--- config.mk ---
export PLATFORM = sky130hd
export DESIGN_NAME = pkf_ram
export DESIGN_NICKNAME = d
export VERILOG_FILES = /design/src/hw/rtl/pkf_ram.sv
export SDC_FILE = /design/constraint.sdc
export NUM_CORES = 1
export LEC_CHECK = 0
export BUFFER_PORTS_ARGS = -buffer_cell sky130_fd_sc_hd__buf_2
export CORE_MARGIN = 8
export CORE_UTILIZATION = 54
export CTS_BUF_LIST = sky130_fd_sc_hd__clkbuf_8
export DETAILED_ROUTE_END_ITERATION = 16
export PLACE_DENSITY = 0.79
export SYNTH_ARGS = -nofsm -noshare
export SYNTH_HDL_FRONTEND = slang
export SYNTH_SLANG_ARGS = --single-unit
--- constraint.sdc ---
create_clock -name clk -period 6.3 [get_ports clk]
set_input_delay 1.575 -clock clk [delete_from_list [all_inputs] [get_ports clk]]
set_output_delay 1.575 -clock clk [all_outputs]
set_load 0.01 [all_outputs]
--- src/hw/rtl/pkf_ram.sv ---
// pkf_ram: generic simple dual port ram, one write and one registered read port
// no dependencies
`timescale 1ns / 1ps
`default_nettype none

module pkf_ram #(
	parameter int WIDTH = 8,
	parameter int DEPTH = 64
) (
	input  wire logic                     clk,
	input  wire logic                     wr_en,
	input  wire logic [$clog2(DEPTH)-1:0] wr_addr,
	input  wire logic [WIDTH-1:0]         wr_data,
	input  wire logic                     rd_en,
	input  wire logic [$clog2(DEPTH)-1:0] rd_addr,
	output logic      [WIDTH-1:0]         rd_data
);

	logic [WIDTH-1:0] mem [DEPTH];

	always_ff @(posedge clk) begin
		if (wr_en) begin
			mem[wr_addr] <= wr_data;
		end
		if (rd_en) begin
			rd_data <= mem[rd_addr];
		end
	end

endmodule

`default_nettype wire

==> results of run 1 <==
==> Yosys cell counts, types with 4 or more instances <==
master    number
a211oi_1       4
a221oi_1       6
buf_1          4
buf_2         11
buf_4         13
buf_6          4
clkbuf_1      17
edfxtp_1     520
mux2_2        13
mux2i_1       23
mux4_2       126
nand2_1       19
nand2b_1       7
nand3_1       13
nor2_1        83
nor2b_1       14
nor3_1         7
o221ai_1       8
o22ai_1        8
==> sequential cells by signal, summed over array words and instances, names as in the netlist <==
register and cells:
mem 512, rd_data 8
==> layout make-up <==
| class | count | share of cell area, % |
|---|---|---|
| sequential | 520 | 70.6 |
| multi-input combinational | 369 | 19.5 |
| clock buffer | 81 | 5.04 |
| tap | 474 | 2.68 |
| antenna | 2 | 0.0226 |
| timing repair buffer | 43 | 1.18 |
| clock inverter | 54 | 1.02 |
==> worst paths after layout <==
kind                                  from  cells past startpoint  slack, ns          to
worst max register to register  mem[29][4]                      5       3.97  rd_data[4]
worst max-delay path            rd_addr[0]                      5       2.55  rd_data[3]
worst min-delay path            mem[19][2]                      4       0.94  rd_data[2]
worst min register to register  mem[19][2]                      4       0.94  rd_data[2]
==> metal layers <==
| layer | routed length (microns) | part of all wire, % | vias to the layer above | GRT usage [%] |
|---|---|---|---|---|
| met5 | 55 | 0.13 | - | 0 |
| met4 | 1500 | 3.5 | 8 | 8.38 |
| met3 | 4230 | 9.9 | 105 | 4.53 |
| met2 | 20300 | 48 | 638 | 30.2 |
| met1 | 16600 | 39 | 5087 | 26.8 |
| li1 | - | - | 4095 | - |
==> logic make-up (layout without fill, tap and decap cells) <==
family	after synthesis	count (layout)	share of synthesized area, %
flops	520	520	77.1
mux	162	162	15.9
simple gates	153	153	3.37
compound gates	54	54	2.06
buf+inv	51	178	1.56
other cells	0	2	0
==> tightest hold or removal path, cell delays in order, from the launching register on <==
cell and delay (ns):
edfxtp_1 0.32, mux4_2 0.23, o22ai_1 0.12, nand2_1 0.10
o2bb2ai_1 0.10
==> where the power goes <==
part / switching [uW] / internal, uW / total (uW)
Sequential: 10.3 / 3840 / 3850
Clock: 1230 / 1190 / 2420
Combinational: 211 / 125 / 336
==> through the flow <==
step           util, %  hold WS, ns  cells  worst slack [ns]  total power (uW)
3_3_place_gp      55.7        0.894   1406              1.93              4250
3_5_place_dp      55.7        0.916   1406              1.90              4260
5_1_grt           59.3        0.972   1543              2.36              6810
6_report          59.3        0.937   1543              2.55              6610
2_1_floorplan        -        0.797    940              2.92              4120
4_1_cts           59.3        0.945   1541              2.54              6640
==> flow_summary_export.csv, run 1 <==
group,metric,value,unit
status,outcome,"completed",
timing,rsz0062_at_grt,"false",
cts,post-cts-setup-buffers,0,
critical_path,path_class,"input port to register",
place,placed_area,0.0208,sq mm
critical_path,worstPathCellList,"clkbuf_8, buf_4, mux4_2, a2111oi_0, o41ai_1",
worst_hold_path,worst_hold_path_type,"register to register",
detailed_routing,ant_nets,0,
synth,yosysTopAreaCellShare,77.1,%
cts,clock-sinks,520,
cts,cts-root-buf,"clkbuf_8",
pwr,power_density,299,mW/mm^2
floorplanning,die_width,210,microns
place,hpwl,25300,microns
critical_path,critPathMaxStageDelay,0.59,ns
synth,synth_area_leader_cell,"edfxtp_1",
synth,yosys_warnings,0,
global_routing,grt_pass1_wl,64000,microns
synth,synth_seq_cells,520,
floorplanning,coreArea,0.0373,sq mm
cts,clk_pin_slew,0.06,ns
synth,synth-edff-count,520,
timing,period_needed,3.75,ns
cts,cts_resized,0,
layout,nets,1035,
cts,worst_skew_pair.late_latency,0.62,ns
pwr,ir_worst_vdd,151,uV
place,port-buffer-count,30,
cts,cts_tree,"built",
critical_path,critPathTopFamily,"buffers and inverters",
critical_path,path_buf_inv,2,
critical_path,worst_ep_required_time,6.64,ns
detailed_routing,drtIter0Drc,1084,
critical_path,slowest_stage,"a2111oi_0",
cts,clock_path_buffers,3,
layout,final-seq-area,0.0156,sq mm
layout,final_common_cell,"edfxtp_1",
synth,avgSynthCellArea,21.5,sq um
detailed_routing,first_pass_iters,7,
global_routing,grt_use_total,19.6,%
timing,hold_violations,0,
cts,cts_max_level,3,
detailed_routing,wl,42700,microns
synth,synthDistinctLibCells,39,
layout,area_growth,9.30,%
floorplanning,io_pins,31,
timing,slew_headroom,15.9,%
detailed_routing,avgRoutedWirePerCell,27.7,microns
layout,fill_cells,2501,
timing,drv_slew,0,
timing,fin_skew,0.0427,ns
timing,finalSetupViolations,0,
global_routing,grt_overflow,0,
synth,ys.flop_type,"edfxtp_1",
flow_run,drv_cap,0,
layout,multi_input_area,0.00432,sq mm
cts,cts_buffers,78,
timing,post-route-period-util,59.5,%
synth,syn_nets,963,
critical_path,setup.worst_path.start_class,"input port",
floorplanning,fp.dieH,210,microns
floorplanning,die_area,0.0439,sq mm
floorplanning,rows,71,
floorplanning,initial_utilization,54.3,%
detailed_routing,drc,0,
synth,synth_area_leaders,"edfxtp_1, mux4_2, nor2_1",
timing,worstMarginPinSlew,1.26,ns
cts,holdBufCountCts,0,
layout,design_area,0.0221,sq mm
synth,seq_area_frac_synth,77.1,%
global_routing,grt_max_degree,65,
synth,synthCells,940,
timing,tns,0,ns
place,place_congestion,0.830,
layout,final_cell_mix,"edfxtp_1, mux4_2, nor2_1",
layout,drive_gt1_share,25.8,%
global_routing,grt_antenna_before_repair,6,
detailed_routing,viasPerCell,6.44,
critical_path,cp.arrival,4.09,ns
timing,clock.fmax,267,MHz
synth,async_flop_share,0,%
critical_path,cp_max_fo,64,
synth,synth_area,0.0202,sq mm
global_routing,grt_pass1_vias,10009,
critical_path,end_kind,"register",
pwr,leakage,0.00693,uW
detailed_routing,num_vias,9933,
Note: power is estimated with default switching activity, not from simulation.
==> inputs of run 2 (changes only) <==
==> constraint.sdc (replaced) <==
create_clock -name clk -period 3.8 [get_ports clk]
set_input_delay 0.95 -clock clk [delete_from_list [all_inputs] [get_ports clk]]
set_output_delay 0.95 -clock clk [all_outputs]
set_load 0.01 [all_outputs]
==> run 2 against run 1 <==
  * Total power is 66% higher
  * Critical path depth is 1 higher
  * Global-route usage is 0.45 points higher
  * Clock skew is 0.015 ns lower
  * Via count is 1.1% higher
  * Worst hold slack worse by 0.23 ns
  * Clock power is 67% higher
  * Die area stayed put
  * Sequential share of layout area is 1.5 points lower
  * Core utilization is 1.3 points higher
  * Largest cell class unchanged
==> flow_summary_export.csv, run 2 (synthesis results as in run 1) <==
group,metric,value,unit
status,outcome,"completed",
detailed_routing,viasPerCell,6.25,
cts,cts_tree,"built",
place,place_congestion,0.852,
global_routing,grt_use_total,20.0,%
critical_path,cp_max_fo,35,
detailed_routing,ant_nets,0,
pwr,netSwitchingPower,2420,uW
critical_path,worst_path_most_repeated_cell,"mux4_2",
layout,reg.largest.list,"mem (512), rd_data (8)",
critical_path,end_kind,"register",
layout,multi_input_area,0.00432,sq mm
critical_path,path_class,"input port to register",
timing,worstMarginPinSlew,1.20,ns
floorplanning,die_area,0.0439,sq mm
timing,hold_violations,0,
timing,finalSetupViolations,0,
global_routing,grt_pass1_vias,10137,
cts,post-cts-setup-buffers,0,
cts,cts-root-buf,"clkbuf_8",
detailed_routing,wl,43700,microns
timing,fin_ws,1.17,ns
timing,drv_slew,0,
timing,period_needed,2.63,ns
cts,cts_buffers,78,
pwr,power_frac_comb,5.2,%
floorplanning,fp.dieH,210,microns
global_routing,grt_max_degree,65,
pwr,switching_share,22.0,%
global_routing,grt_antenna_before_repair,8,
layout,fill_cells,2515,
timing,tns,0,ns
pwr,p_int,8580,uW
floorplanning,coreArea,0.0373,sq mm
critical_path,critPathTopFamily,"multiplexers",
layout,top_register,"mem",
global_routing,grt_pass1_wl,64900,microns
critical_path,slowest_stage,"mux4_2",
layout,area_growth,11.7,%
cts,clock_path_buffers,3,
critical_path,critPathMaxStageDelay,0.57,ns
critical_path,setup.worst_path.start_class,"input port",
cts,clk_pin_slew,0.07,ns
timing,slew_headroom,20.2,%
place,port-buffer-count,30,
pwr,pwr-share-clk,36.7,%
layout,final_cell_mix,"edfxtp_1, mux4_2, nor2_1",
layout,final-seq-area,0.0156,sq mm
detailed_routing,drc,0,
place,dp_slack,0.537,ns
layout,drive_gt1_share,29.4,%
floorplanning,rows,71,
critical_path,worstPathCellList,"clkbuf_8, buf_12, mux4_2, mux4_2, o21ai_1, o41ai_1",
pwr,ir_worst_vdd,242,uV
cts,cts_max_level,3,
timing,rsz0062_at_grt,"false",
timing,post-route-period-util,69.3,%
detailed_routing,drtIter0Drc,1076,
pwr,leakage,0.00726,uW
pwr,p_seq_share,58.1,%
cts,worst_skew_pair.late_latency,0.62,ns
worst_hold_path,worst_hold_path_type,"input port to register",
global_routing,grtUsageMet2,31.2,%
timing,fin_skew,0.0274,ns
detailed_routing,num_vias,10044,
global_routing,grt_overflow,0,
global_routing,grt_use_met1,25.9,%
global_routing,grt_util_met3,6.24,%
cts,holdBufCountCts,0,
detailed_routing,avgRoutedWirePerCell,27.2,microns
layout,final_common_cell,"edfxtp_1",
detailed_routing,first_pass_iters,6,
place,hpwl,27000,microns
critical_path,worst_ep_required_time,4.16,ns
layout,largest_reg_flops,512,
floorplanning,die_width,210,microns
critical_path,path_buf_inv,2,
cts,cts_resized,0,
pwr,power_density,486,mW/mm^2
global_routing,grt_busiest_layer,"met2",
floorplanning,initial_utilization,54.3,%
cts,clock-sinks,520,
flow_run,drv_cap,0,
floorplanning,io_pins,31,
layout,nets,1088,
critical_path,cp.arrival,3.00,ns
timing,clock.fmax,380,MHz
-- run 2: cell types whose count changed in the layout (fill, tap and decap cells not counted) --
cell / change
buf_12: +4
buf_4: +49
clkinv_1: +2
clkinv_2: +2
clkinvlp_4: +2
inv_1: +4
-- run 2: worst paths after layout --
check | start | end | slack (ns) | cells after the start
setup / recovery | rd_addr[0] | rd_data[3] | 1.17 | 6
hold / removal | rd_en | rd_data[3] | 0.71 | 1
setup reg to reg | mem[29][4] | rd_data[4] | 1.61 | 5
hold reg to reg | mem[4][7] | rd_data[7] | 0.91 | 4
-- run 2: stage by stage --
| step | utilization, % | std cells | hold slack (ns) | cell area [sq um] | power (uW) |
|---|---|---|---|---|---|
| after detailed placement | 56.9 | 1459 | 0.895 | 21200 | 7080 |
| final | 60.6 | 1606 | 0.707 | 22600 | 11000 |
| after global routing | 60.6 | 1605 | 0.689 | 22600 | 11400 |
| after global placement | 56.9 | 1459 | 0.885 | 21200 | 7060 |
| after CTS | 60.6 | 1604 | 0.687 | 22600 | 11100 |
| after floorplan | - | 940 | 0.797 | 20200 | 6830 |
-- run 2: area by class of cell --
class                      count  share of cell area, %
clock buffer                  81                   4.93
antenna                        2                 0.0221
clock inverter                64                   1.21
timing repair buffer          96                   3.14
tap                          474                   2.62
multi-input combinational    369                   19.1
sequential                   520                   69.0
-- run 2: power groups by stage --
stage	sequential [uW]	combinational [uW]	clock (uW)
3_3_place_gp	6500	559	0
5_1_grt	6390	609	4360
4_1_cts	6390	574	4100
6_report	6390	573	4040
3_5_place_dp	6510	573	0
2_1_floorplan	6500	339	0
-- run 2: routing by layer --
metal | wire length, microns | vias to the layer above
met3 | 4920 | 120
met5 | 88 | -
met1 | 16200 | 5102
met2 | 20900 | 600
met4 | 1600 | 14
li1 | - | 4208
==> inputs of run 3 (changes only) <==
--- a/config.mk
+++ b/config.mk
@@ -10,7 +10,7 @@
 export CORE_UTILIZATION = 54
 export CTS_BUF_LIST = sky130_fd_sc_hd__clkbuf_8
 export DETAILED_ROUTE_END_ITERATION = 16
-export PLACE_DENSITY = 0.79
+export PLACE_DENSITY = 0.82
 export SYNTH_ARGS = -nofsm -noshare
 export SYNTH_HDL_FRONTEND = slang
 export SYNTH_SLANG_ARGS = --single-unit
==> constraint.sdc (replaced) <==
create_clock -name clk -period 2.2 [get_ports clk]
set_input_delay 0.55 -clock clk [delete_from_list [all_inputs] [get_ports clk]]
set_output_delay 0.55 -clock clk [all_outputs]
set_load 0.01 [all_outputs]
==> run 3 against run 2 <==
  * Sequential cell count unchanged
  * Sequential power up 72%
  * Worst hold slack worse by 0.42 ns
  * Register-to-register slack worse by 1.6 ns
  * Sequential share of layout area down 2.5 points
  * Critical path depth down 1
  * Non-clock buffer count up 100
  * Critical endpoint is now rd_data[4]
  * Highest routed layer unchanged
==> flow_summary_export.csv, run 3 (synthesis results as in run 1) <==
group,metric,value,unit
status,outcome,"completed",
detailed_routing,drtIter0Drc,1087,
timing,slew_headroom,21.3,%
layout,layout.cells.non_filler,1699,
global_routing,grt_busiest_layer,"met2",
floorplanning,io_pins,31,
place,hpwl,28900,microns
timing,worstMarginPinSlew,1.18,ns
flow_run,drv_cap,0,
floorplanning,die_width,210,microns
critical_path,cp_max_fo,1,
critical_path,reg2reg_to,"rd_data[4]",
global_routing,grt_pass1_vias,10645,
critical_path,r2r_slack,0.003,ns
global_routing,grt_pass1_wl,66000,microns
layout,reg.largest.list,"mem (512), rd_data (8)",
timing,clock.fmax,455,MHz
layout,design_area,0.0235,sq mm
cts,cts_buffers,79,
detailed_routing,viasPerCell,6.15,
critical_path,setup.worst_path.start_class,"register",
global_routing,grt_antenna_before_repair,5,
critical_path,slowest_stage,"mux4_2",
pwr,ir_worst_vdd,458,uV
detailed_routing,num_vias,10446,
critical_path,cp.arrival,2.54,ns
global_routing,grtUsageMet2,32.1,%
pwr,p_seq_share,57.6,%
layout,area_growth,15.9,%
critical_path,worstPathCellList,"mux4_2, mux2_2, o221a_2, nor3_1, o32ai_1",
pwr,power_density,816,mW/mm^2
timing,finalSetupViolations,0,
critical_path,path_class,"register to register",
global_routing,grt_use_met1,26.3,%
cts,clock_path_buffers,3,
cts,clk_pin_slew,0.06,ns
detailed_routing,avgRoutedWirePerCell,26.1,microns
detailed_routing,wl,44300,microns
layout,final_util,62.9,%
pwr,leakage,0.00777,uW
floorplanning,initial_utilization,54.3,%
floorplanning,die_area,0.0439,sq mm
cts,worst_skew_pair.late_latency,0.62,ns
worst_hold_path,hp-start,"rd_en",
timing,period_needed,2.20,ns
cts,cts_tree,"built",
place,dp_cells,1559,
global_routing,grt_max_degree,65,
critical_path,worst_ep_required_time,2.55,ns
layout,top_register,"mem",
place,port-buffer-count,30,
floorplanning,rows,71,
critical_path,critPathMaxStageDelay,0.48,ns
critical_path,r2r_cells,5,
timing,hold_violations,0,
floorplanning,fp.dieH,210,microns
worst_hold_path,whs_path_depth,1,
cts,cts_max_level,3,
pwr,netSwitchingPower,4210,uW
pwr,power_frac_comb,5.9,%
timing,post-route-period-util,99.8,%
worst_hold_path,min_delay_worst_endpoint,"rd_data[1]",
pwr,switching_share,22.0,%
critical_path,end_kind,"register",
layout,drive_gt1_share,35.4,%
layout,fill_cells,2417,
cts,cts-root-buf,"clkbuf_8",
timing,fin_skew,0.0385,ns
detailed_routing,first_pass_iters,5,
critical_path,timing.critical_path.from,"mem[17][4]",
detailed_routing,ant_nets,0,
timing,tns,0,ns
timing,drv_slew,0,
pwr,power,19100,uW
detailed_routing,drc,0,
layout,final_common_cell,"edfxtp_1",
floorplanning,coreArea,0.0373,sq mm
layout,largest_reg_flops,512,
cts,clock-sinks,520,
place,placed_area,0.0221,sq mm
pwr,pwr-share-clk,36.5,%
pwr,p_int,14900,uW
timing,rsz0062_at_grt,"false",
global_routing,grt_overflow,0,
global_routing,grt_util_met3,5.31,%
critical_path,r2r-start,"mem[17][4]",
place,place_congestion,0.882,
layout,final_cell_mix,"edfxtp_1, buf_4, mux4_2",
global_routing,grt_use_total,20.4,%
worst_hold_path,worst_hold_path_type,"input port to register",
layout,nets,1189,
cts,post-cts-setup-buffers,0,
==> run 3: cell count changes in the layout (fill, tap and decap cells not counted) <==
cell,change
inv_6,-1
a2111oi_0,-2
buf_4,+92
a2111oi_2,+1
buf_12,+8
clkinv_1,-4
clkbuf_8,+1
inv_1,-3
a2111oi_1,+1
==> run 3: final cells by class <==
type                    count  area [sq um]  share of cell area (%)
well taps                 474           593                    2.53
diodes                      2          5.00                  0.0213
multi-input cells         369          4320                    18.4
flip-flops and latches    520         15600                    66.6
clock inverters            56           238                    1.01
clock buffers              82          1130                    4.81
repair buffers            196          1560                    6.65
==> run 3: timing repair <==
action                                  in CTS  in global routing
gates resized for setup                      2                  1
hold buffers                                 0                  0
gates cloned                                 0                  0
endpoints found under the setup margin       1                  1
==> run 3: power groups by stage <==
stage	logic, uW	registers (uW)	clock network [uW]
2_1_floorplan	592	11200	0
3_3_place_gp	1100	11200	0
3_5_place_dp	1130	11200	0
4_1_cts	1140	11000	7090
5_1_grt	1200	11000	7500
6_report	1140	11000	6980
==> run 3: how the worst max path moves through the flow <==
stage	to	slack, ns	cells after the start
6_report	rd_data[4]	0.003	5
2_1_floorplan	rd_data[7]	-0.04	7
4_1_cts	rd_data[6]	0.04	5
5_1_grt	rd_data[6]	0.01	5
3_3_place_gp	rd_data[3]	-0.97	7
3_5_place_dp	rd_data[3]	-0.90	7
==> run 3: critical path: cells and delay by family (launching register included) <==
family	cells	cell delay, ns
flip-flops	1	0.38
multiplexers	2	0.75
AO/OA/AOI/OAI	2	0.42
AND/OR/NAND/NOR	1	0.38
==> run 3: routing by layer <==
metal  vias up  share of wire, %
met3       106               9.7
met2       546                49
met4         6               4.1
li1       4396                 -
met5         -             0.090
met1      5392                37
==> run 3: per-stage QoR <==
step | hold slack (ns) | setup WS, ns
2_1_floorplan | 0.649 | -0.0353
4_1_cts | 0.252 | 0.0391
6_report | 0.291 | 0.00341
3_5_place_dp | 0.899 | -0.903
3_3_place_gp | 0.878 | -0.969
5_1_grt | 0.260 | 0.0108
